==> src/sv/rdb_pkg.sv <==
`default_nettype none
package rdb_pkg;

	localparam int DEPTH_DEF  = 16;
	localparam int UNIT_WIDTH = 32;
	localparam int CNT_W      = 5;
	localparam int KIND_W     = 4;

	typedef enum logic [KIND_W-1:0] {
		KIND_PUSH_BACK   = 4'd0,
		KIND_PUSH_FRONT  = 4'd1,
		KIND_POP_FRONT   = 4'd2,
		KIND_POP_BACK    = 4'd3,
		KIND_PEEK_FRONT  = 4'd4,
		KIND_PEEK_BACK   = 4'd5,
		KIND_PEEK_AT     = 4'd6,
		KIND_DROP_FRONT  = 4'd7,
		KIND_DROP_BACK   = 4'd8,
		KIND_DEQUEUE_N   = 4'd9,
		KIND_DEQUEUE_MAX = 4'd10,
		KIND_CLEAR       = 4'd11
	} kind_t;

	typedef enum logic {
		ST_IDLE = 1'b0,
		ST_RESP = 1'b1
	} state_t;

	typedef struct packed {
		logic [KIND_W-1:0]     kind;
		logic [UNIT_WIDTH-1:0] unit_in;
		logic [CNT_W-1:0]      offset_or_count;
	} req_t;

	typedef struct packed {
		logic                  ok;
		logic [UNIT_WIDTH-1:0] unit_out;
		logic                  unit_valid;
		logic [CNT_W-1:0]      moved_count;
		logic [CNT_W-1:0]      fill_level;
		logic                  last;
	} rsp_t;

endpackage
`default_nettype wire

==> src/sv/rdb_ram.sv <==
`default_nettype none
module rdb_ram #(
	parameter int WIDTH = 32,
	parameter int DEPTH = 16
) (
	input  logic                     clk,
	input  logic                     we,
	input  logic [$clog2(DEPTH)-1:0] waddr,
	input  logic [WIDTH-1:0]         wdata,
	input  logic [$clog2(DEPTH)-1:0] raddr,
	output logic [WIDTH-1:0]         rdata
);

	logic [WIDTH-1:0] mem [DEPTH];

	always_ff @(posedge clk) begin
		if (we) begin
			mem[waddr] <= wdata;
		end
		rdata <= mem[raddr];
	end

endmodule
`default_nettype wire

==> src/sv/ring_deque_buffer.sv <==
`default_nettype none
// Latency: a request accepted at one edge gives its first result in the next cycle.
// Single-unit requests sustain one transfer per cycle: start is taken again in the
// result cycle. A dequeue of N units gives N results on consecutive cycles, one
// unit RAM read each, with busy high for all but the last.
// Reset clears both counters and the control state; RAM contents stay undefined.
// The receiver cannot stall: each result is on rsp for one cycle with strobe high.
module ring_deque_buffer #(
	parameter int DEPTH = rdb_pkg::DEPTH_DEF
) (
	input  logic          clk,
	input  logic          arst_n,
	input  logic          start,
	output logic          busy,
	input  rdb_pkg::req_t req,
	output logic          strobe,
	output rdb_pkg::rsp_t rsp
);

	localparam int AW = $clog2(DEPTH);
	localparam int FW = AW + 1;
	localparam int CW = rdb_pkg::CNT_W;
	localparam int SW = ((AW > CW) ? AW : CW) + 1;

	typedef struct packed {
		logic          wrap;
		logic [AW-1:0] slot;
	} ptr_t;

	function automatic ptr_t ptr_add(ptr_t p, logic [CW-1:0] n);
		logic [SW-1:0] s;
		ptr_t r;
		r = p;
		s = SW'(p.slot) + SW'(n);
		if (s >= SW'(DEPTH)) begin
			s = s - SW'(DEPTH);
			r.wrap = ~p.wrap;
		end
		r.slot = s[AW-1:0];
		return r;
	endfunction

	function automatic ptr_t ptr_sub(ptr_t p, logic [CW-1:0] n);
		logic [SW-1:0] s;
		ptr_t r;
		r = p;
		if (SW'(n) > SW'(p.slot)) begin
			s = SW'(p.slot) + SW'(DEPTH) - SW'(n);
			r.wrap = ~p.wrap;
		end else begin
			s = SW'(p.slot) - SW'(n);
		end
		r.slot = s[AW-1:0];
		return r;
	endfunction

	rdb_pkg::state_t state_q, state_d;
	ptr_t            f_q, b_q, f_d, b_d;
	ptr_t            f_inc, f_dec, b_dec, f_addn, b_subn;
	logic [CW-1:0]   rem_q, rem_d;
	logic            ok_q, valid_q;
	logic [CW-1:0]   moved_q;

	logic [FW-1:0]   fill;
	logic [SW-1:0]   fill_w, n_w;
	logic            empty, full, acc, last_now, cont;
	logic [CW-1:0]   n;
	logic [CW-1:0]   deq_cnt;
	logic            is_deq;

	logic            dec_ok, dec_valid, dec_we;
	logic [CW-1:0]   dec_moved, dec_cnt;
	logic [AW-1:0]   dec_raddr, dec_waddr;
	ptr_t            dec_f, dec_b;

	logic            ram_we;
	logic [AW-1:0]   ram_raddr;
	logic [rdb_pkg::UNIT_WIDTH-1:0] ram_rdata;

	assign n      = req.offset_or_count;
	assign fill   = (f_q.wrap == b_q.wrap) ? ({1'b0, b_q.slot} - {1'b0, f_q.slot})
	                : (FW'(DEPTH) + {1'b0, b_q.slot} - {1'b0, f_q.slot});
	assign fill_w = SW'(fill);
	assign n_w    = SW'(n);
	assign empty  = (fill == '0);
	assign full   = (fill_w == SW'(DEPTH));

	assign f_inc  = ptr_add(f_q, CW'(1));
	assign f_dec  = ptr_sub(f_q, CW'(1));
	assign b_dec  = ptr_sub(b_q, CW'(1));
	assign f_addn = ptr_add(f_q, n);
	assign b_subn = ptr_sub(b_q, n);

	assign last_now = (rem_q == CW'(1));
	assign cont     = (state_q == rdb_pkg::ST_RESP) && !last_now;
	assign acc      = start && !busy;

	always_comb begin
		dec_ok    = 1'b0;
		dec_valid = 1'b0;
		dec_we    = 1'b0;
		dec_moved = '0;
		dec_cnt   = CW'(1);
		dec_raddr = f_q.slot;
		dec_waddr = b_q.slot;
		dec_f     = f_q;
		dec_b     = b_q;
		is_deq    = 1'b0;
		deq_cnt   = '0;
		case (rdb_pkg::kind_t'(req.kind))
			rdb_pkg::KIND_PUSH_BACK: begin
				if (!full) begin
					dec_ok    = 1'b1;
					dec_we    = 1'b1;
					dec_moved = CW'(1);
					dec_b     = ptr_add(b_q, CW'(1));
				end
			end
			rdb_pkg::KIND_PUSH_FRONT: begin
				if (!full) begin
					dec_ok    = 1'b1;
					dec_we    = 1'b1;
					dec_moved = CW'(1);
					dec_waddr = f_dec.slot;
					dec_f     = f_dec;
				end
			end
			rdb_pkg::KIND_POP_FRONT: begin
				if (!empty) begin
					dec_ok    = 1'b1;
					dec_valid = 1'b1;
					dec_moved = CW'(1);
					dec_f     = f_inc;
				end
			end
			rdb_pkg::KIND_POP_BACK: begin
				if (!empty) begin
					dec_ok    = 1'b1;
					dec_valid = 1'b1;
					dec_moved = CW'(1);
					dec_raddr = b_dec.slot;
					dec_b     = b_dec;
				end
			end
			rdb_pkg::KIND_PEEK_FRONT: begin
				if (!empty) begin
					dec_ok    = 1'b1;
					dec_valid = 1'b1;
				end
			end
			rdb_pkg::KIND_PEEK_BACK: begin
				if (!empty) begin
					dec_ok    = 1'b1;
					dec_valid = 1'b1;
					dec_raddr = b_dec.slot;
				end
			end
			rdb_pkg::KIND_PEEK_AT: begin
				if (n_w < fill_w) begin
					dec_ok    = 1'b1;
					dec_valid = 1'b1;
					dec_raddr = f_addn.slot;
				end
			end
			rdb_pkg::KIND_DROP_FRONT: begin
				if (n_w <= fill_w) begin
					dec_ok    = 1'b1;
					dec_moved = n;
					dec_f     = f_addn;
				end
			end
			rdb_pkg::KIND_DROP_BACK: begin
				if (n_w <= fill_w) begin
					dec_ok    = 1'b1;
					dec_moved = n;
					dec_b     = b_subn;
				end
			end
			rdb_pkg::KIND_DEQUEUE_N: begin
				if (n_w <= fill_w) begin
					is_deq  = 1'b1;
					deq_cnt = n;
				end
			end
			rdb_pkg::KIND_DEQUEUE_MAX: begin
				is_deq  = 1'b1;
				deq_cnt = (n_w < fill_w) ? n : CW'(fill);
			end
			rdb_pkg::KIND_CLEAR: begin
				dec_ok    = 1'b1;
				dec_moved = CW'(fill);
				dec_f     = '0;
				dec_b     = '0;
			end
			default: begin
			end
		endcase
		if (is_deq) begin
			dec_ok = 1'b1;
			if (deq_cnt != '0) begin
				dec_valid = 1'b1;
				dec_moved = deq_cnt;
				dec_cnt   = deq_cnt;
				dec_f     = f_inc;
			end
		end
	end

	always_comb begin
		state_d   = state_q;
		f_d       = f_q;
		b_d       = b_q;
		rem_d     = rem_q;
		ram_we    = 1'b0;
		ram_raddr = dec_raddr;
		if (cont) begin
			ram_raddr = f_q.slot;
			f_d       = f_inc;
			rem_d     = rem_q - CW'(1);
		end else if (acc) begin
			state_d = rdb_pkg::ST_RESP;
			ram_we  = dec_we;
			f_d     = dec_f;
			b_d     = dec_b;
			rem_d   = dec_cnt;
		end else if (state_q == rdb_pkg::ST_RESP) begin
			state_d = rdb_pkg::ST_IDLE;
		end
	end

	always_ff @(posedge clk or negedge arst_n) begin
		if (!arst_n) begin
			state_q <= rdb_pkg::ST_IDLE;
			f_q     <= '0;
			b_q     <= '0;
			rem_q   <= '0;
		end else begin
			state_q <= state_d;
			f_q     <= f_d;
			b_q     <= b_d;
			rem_q   <= rem_d;
		end
	end

	always_ff @(posedge clk) begin
		if (acc) begin
			ok_q    <= dec_ok;
			valid_q <= dec_valid;
			moved_q <= dec_moved;
		end
	end

	rdb_ram #(
		.WIDTH (rdb_pkg::UNIT_WIDTH),
		.DEPTH (DEPTH)
	) u_ram (
		.clk   (clk),
		.we    (ram_we),
		.waddr (dec_waddr),
		.wdata (req.unit_in),
		.raddr (ram_raddr),
		.rdata (ram_rdata)
	);

	assign busy   = cont;
	assign strobe = (state_q == rdb_pkg::ST_RESP);

	always_comb begin
		rsp.ok          = ok_q;
		rsp.unit_out    = valid_q ? ram_rdata : '0;
		rsp.unit_valid  = valid_q;
		rsp.moved_count = moved_q;
		rsp.fill_level  = CW'(fill);
		rsp.last        = last_now;
	end

	a_busy_in_resp: assert property (@(posedge clk) disable iff (!arst_n)
		busy |-> strobe)
		else $error("busy outside a result cycle");

	a_fill_range: assert property (@(posedge clk) disable iff (!arst_n)
		fill_w <= SW'(DEPTH))
		else $error("fill beyond depth");

	a_accept_result: assert property (@(posedge clk) disable iff (!arst_n)
		(start && !busy) |=> strobe)
		else $error("accepted transfer without result");

	a_valid_ok: assert property (@(posedge clk) disable iff (!arst_n)
		(strobe && rsp.unit_valid) |-> rsp.ok)
		else $error("unit returned on refusal");

endmodule
`default_nettype wire
==> config.mk <==
export PLATFORM = sky130hd
export DESIGN_NAME = ring_deque_buffer
export DESIGN_NICKNAME = d
export VERILOG_FILES = /design/src/sv/rdb_pkg.sv /design/src/sv/rdb_ram.sv /design/src/sv/ring_deque_buffer.sv
export SDC_FILE = /design/constraint.sdc
export NUM_CORES = 1
export LEC_CHECK = 0
export ABC_AREA = 0
export BUFFER_PORTS_ARGS = -buffer_cell sky130_fd_sc_hd__buf_2
export CORE_MARGIN = 5
export CORE_UTILIZATION = 56
export DETAILED_ROUTE_END_ITERATION = 7
export PLACE_DENSITY = 0.76
export REMOVE_ABC_BUFFERS = 1
export SETUP_SLACK_MARGIN = 0.05
export SYNTH_ARGS = -nofsm -noshare
export SYNTH_HDL_FRONTEND = slang
export SYNTH_SLANG_ARGS = --single-unit
==> constraint.sdc <==
create_clock -name clk -period 4.55 [get_ports clk]
set_input_delay 0.91 -clock clk [delete_from_list [all_inputs] [get_ports clk]]
set_output_delay 0.91 -clock clk [all_outputs]
set_load 0.01 [all_outputs]
======== After elaboration in Yosys (flattened, before gate mapping) ========
Memory sizes are Yosys's and may differ from the RTL's. A register that Yosys moved wholly into a read port is not among the register bits.
Index checks and enable logic that the tools add are counted.
operators by class
  reductions and logical operators ........ 16
  muxes and demuxes ....................... 59
  add/sub/neg operators ................... 18
  eq/ne operators ......................... 20
  bitwise operators ....................... 3
  order comparisons ....................... 8
operators by type and width
  operator                                                           number
  2-to-1 mux 5 bit                                                   19
  case mux 5 bit (4 select lines)                                    3
  2-to-1 mux 4 bit                                                   11
  2-to-1 mux 32 bit                                                  1
  subtractor 4 x 1 -> 4 bit, second input constant                   7
  2-to-1 mux 1 bit                                                   20
  == test 4 x 3 -> 1 bit, second input constant                      4
  == test 4 bit, second input constant                               4
  inequality test 2 bit, second input constant                       6
  adder 4 x 1 -> 5 bit, second input constant                        2
  greater-or-equal comparator 5 bit, second input constant           2
  case mux 5 bit (2 select lines)                                    1
  AND reduction 9 bit                                                1
  adder 4 x 1 -> 4 bit, second input constant                        2
  == test 4 x 2 -> 1 bit, second input constant                      2
  greater-than comparator 1 x 4 -> 1 bit, first input constant       2
  case mux 4 bit (2 select lines)                                    1
  OR reduction 2 bit                                                 4
  subtractor 4 bit                                                   2
  adder 4 x 5 -> 6 bit                                               1
  greater-or-equal comparator 6 x 5 -> 1 bit, second input constant  1
  AND reduction 6 bit                                                1
  adder 5 x 4 -> 5 bit, first input constant                         1
  == test 5 x 1 -> 1 bit, second input constant                      1
  other kinds (20)                                                   25
word-level totals
  bits in writable memories ............... 512
  memories ................................ 1
  output and inout port bits .............. 47
  flip-flop bits (word level) ............. 23
memories
  memory     depth  bits a word  read ports  clocked after memory_dff  wr ports  line           text
  u_ram.mem  16     32           1           1                         1         rdb_ram.sv:14  logic [WIDTH-1:0] mem [DEPTH];

======== Logic depth before layout (Yosys ltp) ========
Gate-level depths: netlist (run 1).
  depth after elaboration ................. 11
  gate-level depth with buffers ........... 21
  depth with buffers taken out ............ 17

======== Hierarchy ========
A second synthesis (run 1) with hierarchy kept.
unflattened totals
  cell total of the unflattened synthesis .. 1253
  area, all modules ....................... 23083.4 µm²
by module, submodules not included
  module             cells an instance  area an instance (µm²)  times used
  rdb_ram            838                19835.3                 1
  ring_deque_buffer  415                3248.1                  1

======== Worst setup path after synthesis (run 1) ========
Ideal clock, no wire load.
  path kind ............................... reg2reg
  start point ............................. register b_q[0] in the netlist's numbering
  end point ............................... register u_ram.rdata[21] (read register of u_ram.mem)
  setup slack ............................. -0.042 ns
  data arrival time ....................... 4.469 ns
  library setup time ...................... 0.123 ns
  data required time ...................... 4.427 ns
  cell stages (with the launch flop) ...... 20
  clock period less this slack ............ 4.592 ns
  cells stage by stage .................... dfrtp_1 inv_1 ha_1 inv_1 fa_1 a21o_1 a21oi_1 xnor2_1 inv_1 ha_1 and3_1 a31o_2 a21oi_2 o21ai_1 a21oi_2 buf_6 buf_6 mux4_2 a22oi_1 nand3_1
RTL lines
  what                    line                      text
  from (decl)             ring_deque_buffer.sv:58   ptr_t f_q, b_q, f_d, b_d;
  from (signal assigned)  ring_deque_buffer.sv:235  b_q <= '0;
  from (signal assigned)  ring_deque_buffer.sv:240  b_q <= b_d;
  to (decl)               rdb_ram.sv:11             output logic [WIDTH-1:0] rdata

======== Final worst setup path (run 1) ========
  start point ............................. register b_q[0] in the netlist's numbering
  end point ............................... register u_ram.rdata[7] (read register of u_ram.mem)
between the ends
  cells in the longest elaborated chain, start to end .. 7
RTL lines
  what                                                           line                                                                          text
  adder 5 x 4 -> 5 bit                                           ring_deque_buffer.sv:82                                                       : (FW'(DEPTH) + {1'b0, b_q.slot} - {1'b0, f_q.slot});
  subtractor 5 x 4 -> 5 bit                                      ring_deque_buffer.sv:82
  2-to-1 mux 5 bit                                               ring_deque_buffer.sv:81                                                       assign fill = (f_q.wrap == b_q.wrap) ? ({1'b0, b_q.slot} - {1'b0, f_q.slot})
  less-than comparator 5 bit or zero test 5 bit (tied branches)  ring_deque_buffer.sv:159, ring_deque_buffer.sv:85
  2-to-1 mux 4 bit, on equally long branches                     ring_deque_buffer.sv:159, ring_deque_buffer.sv:137, ring_deque_buffer.sv:152
  case mux 4 bit (2 select lines) *                              ring_deque_buffer.sv:110                                                      case (rdb_pkg::kind_t'(req.kind))
  2-to-1 mux 4 bit *                                             ring_deque_buffer.sv:216                                                      if (cont) begin
Mark *: on every way between the ends. The rest lies on a longest branch, timed or not.
A chain may end at the register's enable or synchronous reset.

==> results of run 1 <==
[sequential cells by signal (all words and copies together) (netlist names)]
register     flops
strobe           1
ok_q             1
moved_q          5
f_q              5
rem_q            5
valid_q          1
u_ram.rdata     32
u_ram.mem      512
b_q              5
[critical path: stages (launching register included)]
cell       delay, ns
dfrtp_1         0.38
inv_1           0.08
ha_1            0.16
inv_1           0.06
fa_2            0.35
a21o_1          0.20
a21oi_2         0.14
xnor2_1         0.15
inv_1           0.08
ha_1            0.29
and3_1          0.19
a31o_4          0.27
a211oi_4        0.22
a22o_1          0.22
a21oi_4         0.05
buf_12          0.15
buf_12          0.12
clkbuf_16       0.16
buf_4           0.13
mux4_2          0.44
a22oi_2         0.22
nand3_1         0.13
[worst max path at each step]
stage	slack [ns]	end	depth (start not counted)	start
final	0.22	u_ram.rdata[7]$_DFF_P_	21	b_q[0]$_DFFE_PN0P_
after global routing	0.08	u_ram.rdata[7]$_DFF_P_	21	b_q[0]$_DFFE_PN0P_
after CTS	0.05	u_ram.rdata[14]$_DFF_P_	18	b_q[0]$_DFFE_PN0P_
after detailed placement	0.13	u_ram.rdata[28]$_DFF_P_	19	b_q[0]$_DFFE_PN0P_
after global placement	0.24	u_ram.rdata[31]$_DFF_P_	19	b_q[0]$_DFFE_PN0P_
after floorplan	-12.96	u_ram.rdata[30]$_DFF_P_	15	f_q[0]$_DFFE_PN0P_
[through the flow]
stage | power, mW | cells | setup WS [ns]
floorplan | 10.8 | 1349 | -12.96
global placement | 12.5 | 2047 | 0.244
detailed placement | 12.6 | 2047 | 0.132
CTS | 17.2 | 2146 | 0.0517
global route | 18.5 | 2168 | 0.0812
finish | 17.6 | 2170 | 0.215
[area by class of cell]
class / instances / area (sq um) / share of cell area, %
Multi-Input combinational cell: 754 / 6710 / 24.3
Inverter: 28 / 105 / 0.381
Clock inverter: 28 / 350 / 1.27
Sequential cell: 567 / 16600 / 60.3
Timing Repair Buffer: 181 / 1650 / 5.99
Antenna cell: 2 / 5.00 / 0.0181
Clock buffer: 71 / 1460 / 5.31
Tap cell: 539 / 674 / 2.44
[layer usage]
metal  GRT usage [%]  vias up
met2            38.4      650
met5               0        -
li1                -     5911
met4            5.89        4
met1            32.7     6789
met3            4.02       88
[power by group]
part | switching [mW] | total (mW) | internal, mW
Combinational | 3.86 | 6.99 | 3.13
Sequential | 0.146 | 6.11 | 5.96
Clock | 1.89 | 4.55 | 2.67
Total | 5.89 | 17.6 | 11.8
[cell usage after synthesis (6+ instances only)]
cell | number | area, sq um
ha_1 | 25 | 313
clkbuf_1 | 29 | 109
xnor2_1 | 12 | 105
nor2_1 | 47 | 176
a22oi_1 | 40 | 300
a21oi_1 | 26 | 130
nor2b_1 | 8 | 50.1
buf_2 | 22 | 110
dfrtp_1 | 16 | 400
nand3_1 | 50 | 250
mux4_2 | 64 | 1440
inv_1 | 28 | 105
nand2b_1 | 8 | 50.1
buf_6 | 11 | 124
nor3_1 | 20 | 100
a31oi_1 | 11 | 68.8
and2_1 | 32 | 200
mux2i_1 | 193 | 1930
a22o_1 | 6 | 52.6
nand2_1 | 100 | 375
dfxtp_1 | 32 | 641
o21ai_0 | 26 | 130
edfxtp_1 | 519 | 15600
a21o_1 | 12 | 90.1
[repair_timing]
| item | CTS | global route |
|---|---|---|
| setup endpoints to repair | 0 | 32 |
| buffers inserted | 0 | 16 |
| gates resized for setup | 0 | 18 |
[cells by family after synthesis]
kind of cell / Yosys count / synth area share [%]
buffers and inverters: 98 / 2.18
adder cells (fa/ha/maj): 29 / 1.63
AND/OR/NAND/NOR: 279 / 5.48
AO/OA/AOI/OAI: 170 / 5.18
XOR/XNOR: 19 / 0.795
flip-flops: 567 / 70.4
multiplexers: 257 / 14.3
==> impl_metrics.tcl, run 1 <==
set metrics [dict create \
    regToRegEndpoint "u_ram.rdata[7]$_DFF_P_" \
    clock_path_buffers 3 \
    fp.dieH_um 215 \
    cts_num_sinks 567 \
    synth_flop_cell "edfxtp_1" \
    grt-ovfl-total 0 \
    wl_per_cell_um 25.5 \
    nets 1657 \
    syn2layout_area_growth_pct 16.9 \
    hp-class "in2async" \
    postLayoutCellArea_sq_mm 0.0276 \
    rrSetupSlack_ns 0.22 \
    grt_pass1_vias 13500 \
    report.final.slew_viol_count 0 \
    tritoncts "yes" \
    ant_nets 0 \
    required_ns 5.01 \
    top_layer "met5" \
    synth_cell_types 66 \
    via_per_inst 6.19 \
    skew_ns 0.0143 \
    synth_area_sq_mm 0.0236 \
    reg2regPathDepth 21 \
    setup_viol 0 \
    wl_met3_mm 4.64 \
    holdWs_ns 0.254 \
    syn_area_per_cell_sq_um 16.6 \
    grt_antenna_before_repair 2 \
    dr_total_vias 13400 \
    tightest_slew_ns 1.11 \
    row_count 75 \
    worst-setup-path-type "reg2reg" \
    drive_above_1_share_pct 22.7 \
    leakage_nw 9.91 \
    clockRootBuffer "clkbuf_16" \
    drv_cap 0 \
    cts_buffers 53 \
    slew_headroom_pct 25.4 \
    max_freq_ghz 0.231 \
    grt_start_max_net_pins 34 \
    portBuffers 90 \
    synth-seq-cells 567 \
    syn_inst 1419 \
    synth_warnings 0 \
    met2_length_mm 27.6 \
    core_sq_mm 0.0419 \
    place_congestion 0.980 \
    setup_tns_ns 0 \
    p_per_area_mw_per_mm2 640 \
    firstDrtPassIters 5 \
    hold_violations 0 \
    cts.clk_slew.worst_paths_ns 0.06 \
    die_area_sq_mm 0.0464 \
    critPathArrivalTime_ns 4.80 \
    layout_common_cells "519 x edfxtp_1, 193 x mux2i_1, 100 x nand2_1" \
    fin_crit_sh_pct 95.3 \
    h-tree-depth 2 \
    reg2reg_from "b_q[0]$_DFFE_PN0P_" \
    fin_util_pct 65.9 \
    synth_edf_count 519 \
    critPathLaunchType "flip-flop" \
    cp_max_fo 8 \
    grt_pass1_wl_mm 82.5 \
    async_flop_share_pct 2.82 \
    fill_cells 2762 \
    wl_mm 55.4 \
    fin_crit_ns 4.33 \
    initial_utilization_pct 56.4 \
    hpwlAfterDp_mm 30.0 \
    ir_worst_vdd_v 0.000413 \
    placed_area_sq_mm 0.0254 \
    initialDrtViolationCount 1595 \
    ios 91 \
    seq_area_frac_synth_pct 70.4 \
    status "finished clean" \
    rsz0062_at_grt "no" \
    critPathCaptureType "flip-flop" \
    mostFrequentLayoutCell "edfxtp_1" \
    grtUsageTotal_pct 23.2 \
    insertion_delay_ns 0.60 \
    fp.dieW_um 215 \
    cts.hold.buffers_added 0 \
    wl_met1_mm 22.2 \
    drcViolationCount 0 \
]
Power figures use the tool's default switching activity.
==> run 2, diff against run 1 <==
Settings changed: SETUP_SLACK_MARGIN 0.05 to 0.4.
==> run 2 against run 1 <==
  * Routed wire length is 1.2% higher
  * Worst setup slack better by 0.25 ns
  * Non-clock buffer count rose by 8
  * Critical path depth shrank 1
  * Final area grew 0.67%
  * Critical path type unchanged
  * Global-route usage increased by 0.51 points
  * Flip-flop and latch count unchanged
  * Sequential power barely moved
  * Highest routed layer unchanged
  * Critical endpoint is now u_ram.rdata[14]$_DFF_P_
  * Power is 1.8% higher
  * Fmax is 6.1% higher
  * Die area unchanged
==> impl_metrics.tcl, run 2 (synthesized netlist as in run 1, its figures left out) <==
set metrics [dict create \
    grt_pass1_vias 13700 \
    cp_num_cells 20 \
    hpwlAfterDp_mm 30.0 \
    postLayoutCellArea_sq_mm 0.0278 \
    mostFrequentLayoutCell "edfxtp_1" \
    p_per_area_mw_per_mm2 647 \
    syn2layout_area_growth_pct 17.7 \
    rsz0062_at_grt "yes" \
    clockRootBuffer "clkbuf_16" \
    cp_max_fo 8 \
    cts_num_sinks 567 \
    ios 91 \
    core_sq_mm 0.0419 \
    cp_common_cell "buf_12" \
    cts.clk_slew.worst_paths_ns 0.06 \
    required_ns 5.03 \
    cts_buffers 53 \
    h-tree-depth 2 \
    insertion_delay_ns 0.60 \
    total_power_mw 18.0 \
    grt-ovfl-total 0 \
    post-route-worst-setup-slack_ns 0.463 \
    combinationalPowerShare_pct 40.7 \
    skew_ns 0.0162 \
    largest_reg_flops 512 \
    leakage_nw 9.98 \
    insertedDiodeCount 0 \
    place_congestion 0.980 \
    top_regs "u_ram.mem (512), u_ram.rdata (32)" \
    initialDrtViolationCount 1570 \
    die_area_sq_mm 0.0464 \
    nets 1665 \
    fin_crit_sh_pct 89.8 \
    fp.dieH_um 215 \
    row_count 75 \
    power_frac_clock_pct 25.3 \
    critPathLaunchType "flip-flop" \
    worst-setup-path-type "reg2reg" \
    placed_cells 2047 \
    setup_viol 0 \
    drv_cap 0 \
    wl_mm 56.1 \
    setup_tns_ns 0 \
    wl_per_cell_um 25.8 \
    dr_total_vias 13600 \
    portBuffers 90 \
    cpPeakStageDelay_ns 0.51 \
    firstDrtPassIters 5 \
    cp_slowest_cell "mux4_2" \
    grt_pass1_wl_mm 84.0 \
    switching_power_mw 6.01 \
    path_cells "inv_2 > ha_4 > inv_1 > fa_2 > a21o_1 > a21oi_2 > xnor2_2 > inv_2 > ha_4 > and3_4 > a31o_4 > a211oi_4 > a22o_1 > a21oi_4 > buf_12 > buf_12 > buf_12 > mux4_2 > a22oi_2 > nand3_2" \
    regArea_sq_mm 0.0166 \
    fin_crit_ns 4.09 \
    critPathBufInv 6 \
    grt_start_max_net_pins 34 \
    drcViolationCount 0 \
    via_per_inst 6.24 \
    fp.dieW_um 215 \
    tritoncts "yes" \
    clock_path_buffers 3 \
    ir_worst_vdd_v 0.000414 \
    multiInputGateArea_sq_mm 0.00681 \
    slew_headroom_pct 29.8 \
    grtUsageTotal_pct 23.8 \
    max_flop_register "u_ram.mem" \
    initial_utilization_pct 56.4 \
    rrSetupSlack_ns 0.46 \
    drive_above_1_share_pct 24.1 \
    swShare_pct 33.4 \
    post-place-ws_ns 0.132 \
    ant_nets 0 \
    critPathArrivalTime_ns 4.56 \
    p_seq_share_pct 34.0 \
    tightest_slew_ns 1.05 \
    status "finished clean" \
    max_freq_ghz 0.245 \
    critPathCaptureType "flip-flop" \
    fill_cells 2727 \
    placed_area_sq_mm 0.0254 \
    reg2regPathDepth 20 \
    grt_antenna_before_repair 3 \
    final_cells 2176 \
    report.final.slew_viol_count 0 \
    hold_violations 0 \
    layout_common_cells "519 x edfxtp_1, 189 x mux2i_1, 100 x nand2_1" \
    hp-class "in2async" \
    critPathTopFamily "compound AO/OA/AOI/OAI gates" \
    intPower_mw 12.0 \
]
## run 2: cell count changes in the layout (fill, tap and decap cells not counted), moves of 2 or more
cell and change:
a22oi_1 -3, a22oi_2 +3, buf_4 +5, buf_6 +3, bufbuf_16 +2, clkbuf_16 -3
diode_2 -2, ha_1 -2, ha_4 +2, inv_1 -2, inv_2 +2, mux2i_1 -4
mux2i_2 +4
## run 2: through the flow
step / hold slack, ns / utilization, %
final: 0.246 / 66.4
after detailed placement: 0.550 / 60.6
after global routing: 0.275 / 66.4
after floorplan: 0.494 / -
after CTS: 0.241 / 65.6
after global placement: 0.534 / 60.6
## run 2: final cells by class
class	instances	area share, %
flip-flops and latches	567	59.9
multi-input cells	754	24.5
repair buffers	189	6.28
clock buffers	71	5.27
well taps	539	2.43
clock inverters	28	1.26
inverters	28	0.378
## run 2: worst paths after layout
kind	from	endpoint
worst max-delay path	b_q[0]$_DFFE_PN0P_	u_ram.rdata[14]$_DFF_P_
worst min-delay path	arst_n	b_q[4]$_DFFE_PN0P_
worst max register to register	b_q[0]$_DFFE_PN0P_	u_ram.rdata[14]$_DFF_P_
worst min register to register	b_q[4]$_DFFE_PN0P_	b_q[4]$_DFFE_PN0P_
max in group asynchronous	arst_n	f_q[1]$_DFFE_PN0P_
min in group clk	b_q[4]$_DFFE_PN0P_	b_q[4]$_DFFE_PN0P_
## run 2: metal layers
metal / routed length [um] / vias up / GRT usage (%)
met3: 4500 / 103 / 4.40
met5: 28 / - / 0
li1: - / 5918 / -
met2: 27800 / 641 / 39.8
met1: 22500 / 6905 / 32.5
met4: 1290 / 4 / 6.40
## run 2: power by group through the flow
stage | clock (mW) | combinational (mW) | sequential [mW]
after floorplan | 0 | 4.58 | 6.21
after global placement | 0 | 6.26 | 6.22
after detailed placement | 0 | 6.38 | 6.21
after CTS | 4.61 | 6.88 | 6.11
after global routing | 4.84 | 7.84 | 6.13
final | 4.55 | 7.31 | 6.11
## run 2: what timing repair did
item                                    CTS  global route
buffers inserted                          9            15
pin swaps                                 6            11
hold buffers                              0             0
cloned                                    3             3
endpoints found under the setup margin   36           482
resized for setup                        18            22
